==> src/rtl/tac_pkg.sv <==
`default_nettype none

package tac_pkg;

    localparam int unsigned TIME_W     = 48;
    localparam int unsigned SPACING_W  = 16;
    localparam int unsigned COUNT_W    = 32;
    localparam int unsigned ERRCNT_W   = 16;
    localparam int unsigned SPEED_W    = 22;
    localparam int unsigned MOVED_W    = 2;
    localparam int unsigned DIV_STEPS  = SPEED_W;
    localparam int unsigned DIV_CNT_W  = $clog2(DIV_STEPS);
    localparam int unsigned IN_DATA_W  = 56;
    localparam int unsigned OUT_DATA_W = 80;

    localparam logic [SPACING_W-1:0] SPACING_RESET = 16'd1850;
    localparam logic [ERRCNT_W-1:0]  ERRCNT_MAX    = 16'hFFFF;

    typedef logic [3:0] t_track_st;
    typedef logic [2:0] t_cmd;
    typedef logic [MOVED_W-1:0] t_moved;

    localparam t_track_st TS_START = 4'd0;
    localparam t_track_st TS_FREE  = 4'd1;
    localparam t_track_st TS_E10   = 4'd2;
    localparam t_track_st TS_E1011 = 4'd3;
    localparam t_track_st TS_L01   = 4'd4;
    localparam t_track_st TS_E01   = 4'd5;
    localparam t_track_st TS_E0111 = 4'd6;
    localparam t_track_st TS_L10   = 4'd7;
    localparam t_track_st TS_E11   = 4'd8;

    localparam t_cmd CMD_NONE   = 3'd0;
    localparam t_cmd CMD_INC    = 3'd1;
    localparam t_cmd CMD_DEC    = 3'd2;
    localparam t_cmd CMD_INC_G  = 3'd3;
    localparam t_cmd CMD_DEC_G  = 3'd4;
    localparam t_cmd CMD_LAST_G = 3'd5;

    localparam t_moved MOVED_NONE = 2'd0;
    localparam t_moved MOVED_FWD  = 2'd1;
    localparam t_moved MOVED_BACK = 2'd2;

    typedef struct packed {
        logic                  start;
        logic [SPEED_W-1:0]    dividend;
        logic [TIME_W-1:0]     divisor;
    } t_div_req;

    typedef struct packed {
        logic                  done;
        logic [SPEED_W-1:0]    quotient;
    } t_div_rsp;

    // occ = {occ0, occ1}, 1 = occupied
    function automatic t_track_st next_state(input t_track_st cur, input logic [1:0] occ);
        t_track_st nxt;
        nxt = TS_START;
        if (occ == 2'b00) begin
            nxt = TS_FREE;
        end else begin
            case (cur)
                TS_FREE: begin
                    case (occ)
                        2'b01:   nxt = TS_E01;
                        2'b10:   nxt = TS_E10;
                        default: nxt = TS_E11;
                    endcase
                end
                TS_E10, TS_E1011, TS_L01: begin
                    case (occ)
                        2'b01:   nxt = TS_L01;
                        2'b10:   nxt = TS_E10;
                        default: nxt = TS_E1011;
                    endcase
                end
                TS_E01, TS_E0111, TS_L10: begin
                    case (occ)
                        2'b01:   nxt = TS_E01;
                        2'b10:   nxt = TS_L10;
                        default: nxt = TS_E0111;
                    endcase
                end
                TS_E11: begin
                    case (occ)
                        2'b01:   nxt = TS_L01;
                        2'b10:   nxt = TS_L10;
                        default: nxt = TS_E11;
                    endcase
                end
                default: nxt = TS_START;
            endcase
        end
        return nxt;
    endfunction

    function automatic t_cmd exit_cmd(input t_track_st cur);
        t_cmd c;
        case (cur)
            TS_E1011: c = CMD_INC_G;
            TS_L01:   c = CMD_INC;
            TS_E0111: c = CMD_DEC_G;
            TS_L10:   c = CMD_DEC;
            TS_E11:   c = CMD_LAST_G;
            default:  c = CMD_NONE;
        endcase
        return c;
    endfunction

endpackage

`default_nettype wire

==> src/rtl/tac_div.sv <==
`default_nettype none

module tac_div (
    input  wire                  i_clk,
    input  wire                  i_rst_n,
    input  wire tac_pkg::t_div_req i_req,
    output tac_pkg::t_div_rsp    o_rsp
);
    import tac_pkg::*;

    logic                   r_busy;
    logic [DIV_CNT_W-1:0]   r_cnt;
    logic [SPEED_W-1:0]     r_quo;
    logic [SPEED_W-1:0]     r_rem;
    logic [TIME_W-1:0]      r_dvs;
    logic                   r_done;

    logic [SPEED_W:0]       trial;
    logic                   ge;
    logic [SPEED_W:0]       diff;

    assign trial = {r_rem, r_quo[SPEED_W-1]};
    assign ge    = {{(TIME_W-SPEED_W-1){1'b0}}, trial} >= r_dvs;
    assign diff  = trial - r_dvs[SPEED_W:0];

    always_ff @(posedge i_clk) begin
        if (!i_rst_n) begin
            r_busy <= 1'b0;
            r_done <= 1'b0;
            r_cnt  <= '0;
        end else begin
            r_done <= r_busy && (r_cnt == '0);
            if (i_req.start) begin
                r_busy <= 1'b1;
                r_cnt  <= DIV_CNT_W'(DIV_STEPS - 1);
            end else if (r_busy) begin
                if (r_cnt == '0) begin
                    r_busy <= 1'b0;
                end
                r_cnt <= r_cnt - 1'b1;
            end
        end
    end

    // restoring division, one quotient bit per cycle
    always_ff @(posedge i_clk) begin
        if (i_req.start) begin
            r_quo <= i_req.dividend;
            r_rem <= '0;
            r_dvs <= i_req.divisor;
        end else if (r_busy) begin
            r_quo <= {r_quo[SPEED_W-2:0], ge};
            r_rem <= ge ? diff[SPEED_W-1:0] : trial[SPEED_W-1:0];
        end
    end

    assign o_rsp.done     = r_done;
    assign o_rsp.quotient = r_quo;

endmodule

`default_nettype wire

==> src/rtl/two_sensor_axle_counter.sv <==
`default_nettype none

// Two-sensor axle counter. Each input beat carries the two active-low sensor
// bits, an inhibit flag and a millisecond timestamp; each one yields exactly
// one output beat with the running axle count, direction, glitch flag and
// count, speed (km/h x10) and the count event of that tick. When the speed
// is recomputed, the 22-bit quotient comes from a restoring divider that
// produces one bit per cycle, and the output register is loaded once it is
// done. A new beat can be taken as soon as the result has been loaded into
// the output register. The input is not ready while a beat is in work; a
// finished result waits in the output register while the next beat is taken,
// and a result that finds the output register still full holds the block
// until it frees. The axle spacing register is written through i_cfg_wr_en /
// i_cfg_wr_data; the user must write it only while the block is idle, as the
// block itself does not enforce this.
module two_sensor_axle_counter (
    input  wire                             i_clk,
    input  wire                             i_rst_n,
    input  wire                             i_cfg_wr_en,
    input  wire [tac_pkg::SPACING_W-1:0]    i_cfg_wr_data,
    input  wire                             i_s_axis_tvalid,
    output logic                            o_s_axis_tready,
    // [0] b0_raw, [1] b1_raw, [2] inhibit, [50:3] time_ms, [55:51] zero
    input  wire [tac_pkg::IN_DATA_W-1:0]    i_s_axis_tdata,
    output logic                            o_m_axis_tvalid,
    input  wire                             i_m_axis_tready,
    // [31:0] axle_count, [32] direction, [33] error_track,
    // [49:34] error_count, [71:50] speed_x10, [73:72] moved, [79:74] zero
    output logic [tac_pkg::OUT_DATA_W-1:0]  o_m_axis_tdata
);
    import tac_pkg::*;

    localparam logic [1:0] S_IDLE = 2'd0;
    localparam logic [1:0] S_CALC = 2'd1;
    localparam logic [1:0] S_DIV  = 2'd2;
    localparam logic [1:0] S_DONE = 2'd3;

    logic [1:0]             r_state, n_state;

    logic [1:0]             r_occ;
    logic                   r_inhibit;
    logic [TIME_W-1:0]      r_time;

    logic [SPACING_W-1:0]   r_spacing;
    t_track_st              r_track, n_track;
    logic [COUNT_W-1:0]     r_count, n_count;
    logic                   r_dir, n_dir;
    logic                   r_err_flag, n_err_flag;
    logic [ERRCNT_W-1:0]    r_err_cnt, n_err_cnt;
    logic [SPEED_W-1:0]     r_speed, n_speed;
    logic                   r_last_valid, n_last_valid;
    logic                   r_last_dir, n_last_dir;
    logic [TIME_W-1:0]      r_last_time, n_last_time;
    t_moved                 r_moved, n_moved;

    logic                   r_out_valid;
    logic [OUT_DATA_W-1:0]  r_out_data;

    t_track_st              cur;
    t_track_st              nxt;
    t_cmd                   cmd;
    logic                   back;
    logic                   glitch;
    logic [TIME_W:0]        dt;
    logic                   time_adv;
    logic                   in_acc;
    logic                   out_load;
    t_div_req               div_req;
    t_div_rsp               div_rsp;

    assign in_acc   = i_s_axis_tvalid && o_s_axis_tready;
    assign out_load = (r_state == S_DONE) && (!r_out_valid || i_m_axis_tready);

    assign cur      = (r_track > TS_E11) ? TS_START : r_track;
    assign nxt      = next_state(cur, r_occ);
    assign cmd      = exit_cmd(cur);
    assign back     = (cmd == CMD_DEC) || (cmd == CMD_DEC_G)
                   || ((cmd == CMD_LAST_G) && r_dir);
    assign glitch   = (cmd == CMD_INC_G) || (cmd == CMD_DEC_G) || (cmd == CMD_LAST_G);
    assign dt       = {1'b0, r_time} - {1'b0, r_last_time};
    assign time_adv = !dt[TIME_W] && (dt[TIME_W-1:0] != '0);

    always_comb begin
        n_state      = r_state;
        n_track      = r_track;
        n_count      = r_count;
        n_dir        = r_dir;
        n_err_flag   = r_err_flag;
        n_err_cnt    = r_err_cnt;
        n_speed      = r_speed;
        n_last_valid = r_last_valid;
        n_last_dir   = r_last_dir;
        n_last_time  = r_last_time;
        n_moved      = r_moved;
        div_req.start    = 1'b0;
        div_req.dividend = {1'b0, r_spacing, 5'b0} + {4'b0, r_spacing, 2'b0};
        div_req.divisor  = dt[TIME_W-1:0];
        case (r_state)
            S_IDLE: begin
                if (in_acc) begin
                    n_state = S_CALC;
                end
            end
            S_CALC: begin
                n_moved = MOVED_NONE;
                n_state = S_DONE;
                if (!r_inhibit) begin
                    n_track = nxt;
                    if ((nxt != cur) && (nxt == TS_FREE) && (cmd != CMD_NONE)) begin
                        n_count      = back ? r_count - 1'b1 : r_count + 1'b1;
                        n_dir        = back;
                        n_moved      = back ? MOVED_BACK : MOVED_FWD;
                        n_err_flag   = glitch;
                        if (glitch && (r_err_cnt != ERRCNT_MAX)) begin
                            n_err_cnt = r_err_cnt + 1'b1;
                        end
                        n_speed      = '0;
                        n_last_valid = 1'b1;
                        n_last_dir   = back;
                        n_last_time  = r_time;
                        if (r_last_valid && (r_last_dir == back) && !n_count[0]
                                && time_adv) begin
                            div_req.start = 1'b1;
                            n_state       = S_DIV;
                        end
                    end
                end
            end
            S_DIV: begin
                if (div_rsp.done) begin
                    n_speed = div_rsp.quotient;
                    n_state = S_DONE;
                end
            end
            S_DONE: begin
                if (out_load) begin
                    n_state = S_IDLE;
                end
            end
            default: n_state = S_IDLE;
        endcase
    end

    always_ff @(posedge i_clk) begin
        if (!i_rst_n) begin
            r_state      <= S_IDLE;
            r_spacing    <= SPACING_RESET;
            r_track      <= TS_START;
            r_count      <= '0;
            r_dir        <= 1'b0;
            r_err_flag   <= 1'b0;
            r_err_cnt    <= '0;
            r_speed      <= '0;
            r_last_valid <= 1'b0;
            r_last_dir   <= 1'b0;
            r_last_time  <= '0;
            r_moved      <= MOVED_NONE;
            r_out_valid  <= 1'b0;
        end else begin
            r_state      <= n_state;
            r_track      <= n_track;
            r_count      <= n_count;
            r_dir        <= n_dir;
            r_err_flag   <= n_err_flag;
            r_err_cnt    <= n_err_cnt;
            r_speed      <= n_speed;
            r_last_valid <= n_last_valid;
            r_last_dir   <= n_last_dir;
            r_last_time  <= n_last_time;
            r_moved      <= n_moved;
            if (i_cfg_wr_en) begin
                r_spacing <= i_cfg_wr_data;
            end
            if (out_load) begin
                r_out_valid <= 1'b1;
            end else if (i_m_axis_tready) begin
                r_out_valid <= 1'b0;
            end
        end
    end

    always_ff @(posedge i_clk) begin
        if (in_acc) begin
            r_occ     <= {~i_s_axis_tdata[0], ~i_s_axis_tdata[1]};
            r_inhibit <= i_s_axis_tdata[2];
            r_time    <= i_s_axis_tdata[TIME_W+2:3];
        end
        if (out_load) begin
            r_out_data <= {6'b0, r_moved, r_speed, r_err_cnt, r_err_flag, r_dir, r_count};
        end
    end

    tac_div u_div (
        .i_clk   (i_clk),
        .i_rst_n (i_rst_n),
        .i_req   (div_req),
        .o_rsp   (div_rsp)
    );

    assign o_s_axis_tready = (r_state == S_IDLE);
    assign o_m_axis_tvalid = r_out_valid;
    assign o_m_axis_tdata  = r_out_data;

endmodule

`default_nettype wire

==> config.mk <==
export PLATFORM = sky130hd
export DESIGN_NAME = two_sensor_axle_counter
export DESIGN_NICKNAME = d
export VERILOG_FILES = /design/src/rtl/tac_pkg.sv /design/src/rtl/tac_div.sv /design/src/rtl/two_sensor_axle_counter.sv
export SDC_FILE = /design/constraint.sdc
export NUM_CORES = 1
export LEC_CHECK = 0
export ABC_AREA = 1
export BUFFER_PORTS_ARGS = -buffer_cell sky130_fd_sc_hd__buf_2
export CORE_UTILIZATION = 41
export CTS_BUF_LIST = sky130_fd_sc_hd__clkbuf_16
export DETAILED_ROUTE_END_ITERATION = 10
export GPL_ROUTABILITY_DRIVEN = 0
export SYNTH_ARGS = -nofsm -noshare
export SYNTH_HDL_FRONTEND = slang
export SYNTH_SLANG_ARGS = --single-unit
==> constraint.sdc <==
create_clock -name i_clk -period 8.6 [get_ports i_clk]
set_input_delay 2.58 -clock i_clk [delete_from_list [all_inputs] [get_ports i_clk]]
set_output_delay 2.58 -clock i_clk [all_outputs]
set_load 0.1 [all_outputs]
==> flow_summary.ini <==
[yosys]
seq_area_frac_synth_pct = 44.4
synthMuxAreaShare_pct = 0
synth_top_area_share_pct = 27.8
synth_xor_xnor_area_share_pct = 3.11
ys_ff_latch = 370
avgSynthCellArea_sq_um = 7.67
yosysMostFrequentCell = nand2_1
syn_inst = 2750
syn-cell-area_sq_um = 21100
synth-edff-count = 195
synth_top_family_by_area = simple AND/OR/NAND/NOR gates
synthTopCellsByCount = 715 x nand2_1, 459 x inv_1, 226 x a21oi_1, 205 x nor2_1, 200 x o21ai_0
synth_compound_area_share_pct = 12.5
ys_top_cells_by_area = edfxtp_1 28%, dfxtp_1 17%, nand2_1 13%
synth-async-reset-ratio_pct = 0
yosysTopAreaCell = edfxtp_1
synth_simple_gate_area_share_pct = 22.5
synth-main-ff-cell = edfxtp_1
synth-adder-area-share_pct = 7.74
synth.distinct_cells = 49
yosysWarnings = 0

[power_and_ir_drop]
combPwrFrac_pct = 30.5
ir_drop_mv = 0.163
leakagePower_uw = 0.0109
clkPwrFrac_pct = 32.7
seq_power_share_pct = 36.9
p_per_area_nw_per_um2 = 245
power.switching_uw = 2140
p_int_uw = 3730
switching_share_pct = 36.4

[routing]
num_vias = 17700
finalWirelength_microns = 49100
drtIter0Drc = 1073
detail_route.wl_per_cell_microns = 13.7
drc_errors = 0
drt-pass1-iter-count = 6
viasPerCell = 4.93
ant_nets = 0

[timing]
fin_ws_ns = 3.96
finalCriticalPeriod_ns = 4.64
fin_crit_sh_pct = 54.0
fin_worst_skew_ns = 0.0217
final-setup-viol-count = 0
drv_slew = 0
final_hold_viol_count = 0
worst_pin_slew_ns = 1.09
max_freq_ghz = 0.216
rsz0062_at_grt = no
relSlewSlack_pct = 27.2
hold_ws_ns = 0.432
fin_setup_tns_ns = 0

[floorplanning]
die_h_microns = 229
start_util_pct = 41.8
die_w_microns = 229
row_count = 82
die_area_sq_um = 52300
pin_count = 159
core_area_sq_um = 50500

[clock_tree]
post-cts-setup-buffers = 0
path_clk_slew_ns = 0.06
postCtsHoldBufs = 0
cts_buffers = 42
cts_tree = yes
cts-resized-gates = 0
cts.sink_count = 370
clockRootBuffer = clkbuf_16
clock_path_buffers = 3
cts_max_level = 2
clock_latency_ns = 0.58

[final_layout]
nFillCells = 5061
fin_area_sq_um = 24000
area_delta_synth_final_pct = 13.7
drive_gt1_share_pct = 8.93
nNetsFinal = 3094
antenna_cells = 0
finalNonFillerCells = 3594

[global_routing]
overflow = 0
antenna_found_initial = 0
grt_pass1_vias = 16900
track_usage_pct = 18.8
grt_pass1_wl_microns = 81500
grt_max_degree = 99

[placement]
portBuffers = 147
dp_worst_setup_slack_ns = 3.95
dp_hpwl_microns = 37300
placedCellCount = 3517
dpl_cell_area_sq_um = 22500

[setup_path]
crit_type = reg2reg
worstRegToRegCells = 20
timing.rr.end = u_div.r_quo[13]
cp_data_required_time_ns = 8.71
cp_max_fo = 68
crit_chain = inv_1 > ha_1 > fa_1 > inv_1 > nand3_1 > nand2_2 > nand3_1 > nand3_1 > nand2_1 > nand2_1 > nand2_1 > nand2_1 > nand2_1 > nor2_1 > nand3_1 > nor2_1 > nand3_1 > nand3_2 > buf_4 > nand2_1
startpoint_type = flop
cp.arrival_ns = 4.75
crit_end = u_div.r_quo[13]
end_kind = flop
reg2reg_slack_ns = 3.96
cpMostUsedCell = nand2_1
crit_start = r_time[0]
cp_slowest_stage_delay_ns = 0.73
reg2reg_from = r_time[0]
crit_slowest_cell = nand2_1

[status]
status = finished, final reports clean

[min_path]
worst_hold_path_type = reg2reg

[flow_run]
maxCapViolCount = 0
## cells by family after synthesis
kind of cell | count (synthesis)
and+or+nand+nor | 1148
AOI/OAI and AO/OA | 496
adders and majority gates | 128
DFF | 370
other | 1
buffers and inverters | 532
xor gates and xnor gates | 75
## stage by stage
step                util [%]  total power (uW)
floorplan                  -              3580
global placement        44.5              3950
detailed placement      44.5              3990
CTS                     47.5              5930
global route            47.5              6230
finish                  47.5              5870
## flip-flops by register name (all words and copies together) (netlist names)
name	count
o_m_axis_tdata	74
r_last_time	48
r_time	48
u_div.r_dvs	48
r_count	32
r_speed	22
u_div.r_quo	22
u_div.r_rem	22
r_err_cnt	16
r_spacing	16
u_div.r_cnt	5
r_track	4
r_moved	2
r_occ	2
r_state	2
o_m_axis_tvalid	1
r_err_flag	1
r_inhibit	1
r_last_dir	1
r_last_valid	1
u_div.r_busy	1
u_div.r_done	1
## cell type report
type	count	area (sq um)	area share, %
Timing Repair Buffer	155	796	3.32
Clock inverter	35	450	1.88
Multi-Input combinational cell	1853	9720	40.6
Tap cell	672	841	3.51
Inverter	467	1750	7.31
Sequential cell	370	9360	39.0
Clock buffer	42	1050	4.38
## how the worst min path moves through the flow
stage	from	to	slack [ns]	depth (start not counted)
after detailed placement	r_speed[5]	o_m_axis_tdata[55]	0.42	0
after floorplan	r_count[31]	o_m_axis_tdata[31]	0.41	0
after CTS	r_speed[5]	o_m_axis_tdata[55]	0.43	0
after global placement	r_count[31]	o_m_axis_tdata[31]	0.41	0
after global routing	r_speed[3]	o_m_axis_tdata[53]	0.45	0
final	r_speed[4]	o_m_axis_tdata[54]	0.43	0
## placed cells by master (no fill, tap or decap), drive strengths merged, types with 11 or more instances in the layout
| master | synthesis | final |
|---|---|---|
| nand3 | 123 | 123 |
| edfxtp | 195 | 195 |
| o21ai | 208 | 208 |
| nor2 | 216 | 216 |
| a21oi | 228 | 228 |
| o21a | 11 | 11 |
| xor2 | 42 | 42 |
| nor3 | 26 | 26 |
| inv | 467 | 478 |
| buf | 19 | 155 |
| clkinv | 0 | 12 |
| clkbuf | 46 | 42 |
| ha | 124 | 124 |
| nand2 | 720 | 720 |
| dfxtp | 175 | 175 |
| nand4 | 37 | 37 |
| xnor2 | 33 | 33 |
| nor4 | 15 | 15 |
## power by group through the flow
stage / logic, uW / registers, uW / clock network, uW
2_1_floorplan: 1120 / 2460 / 0
3_3_place_gp: 1760 / 2200 / 0
3_5_place_dp: 1780 / 2200 / 0
4_1_cts: 1790 / 2170 / 1980
5_1_grt: 2010 / 2180 / 2040
6_report: 1790 / 2160 / 1920
## metal layers
| metal | share of wire (%) | track usage, % | vias up |
|---|---|---|---|
| met1 | 46 | 24.1 | 8036 |
| met5 | 0 | 0 | - |
| met2 | 46 | 32.0 | 372 |
| met3 | 4.3 | 2.81 | 100 |
| met4 | 3.3 | 6.79 | 0 |
| li1 | - | - | 9205 |
## critical path, delay by kind of cell (launching register included)
kind,cells,cell delay [ns]
and+or+nand+nor,15,2.29
DFF,1,0.41
buffers and inverters,3,0.76
adders and majority gates,2,0.68
(Power assumes the default switching activity.)
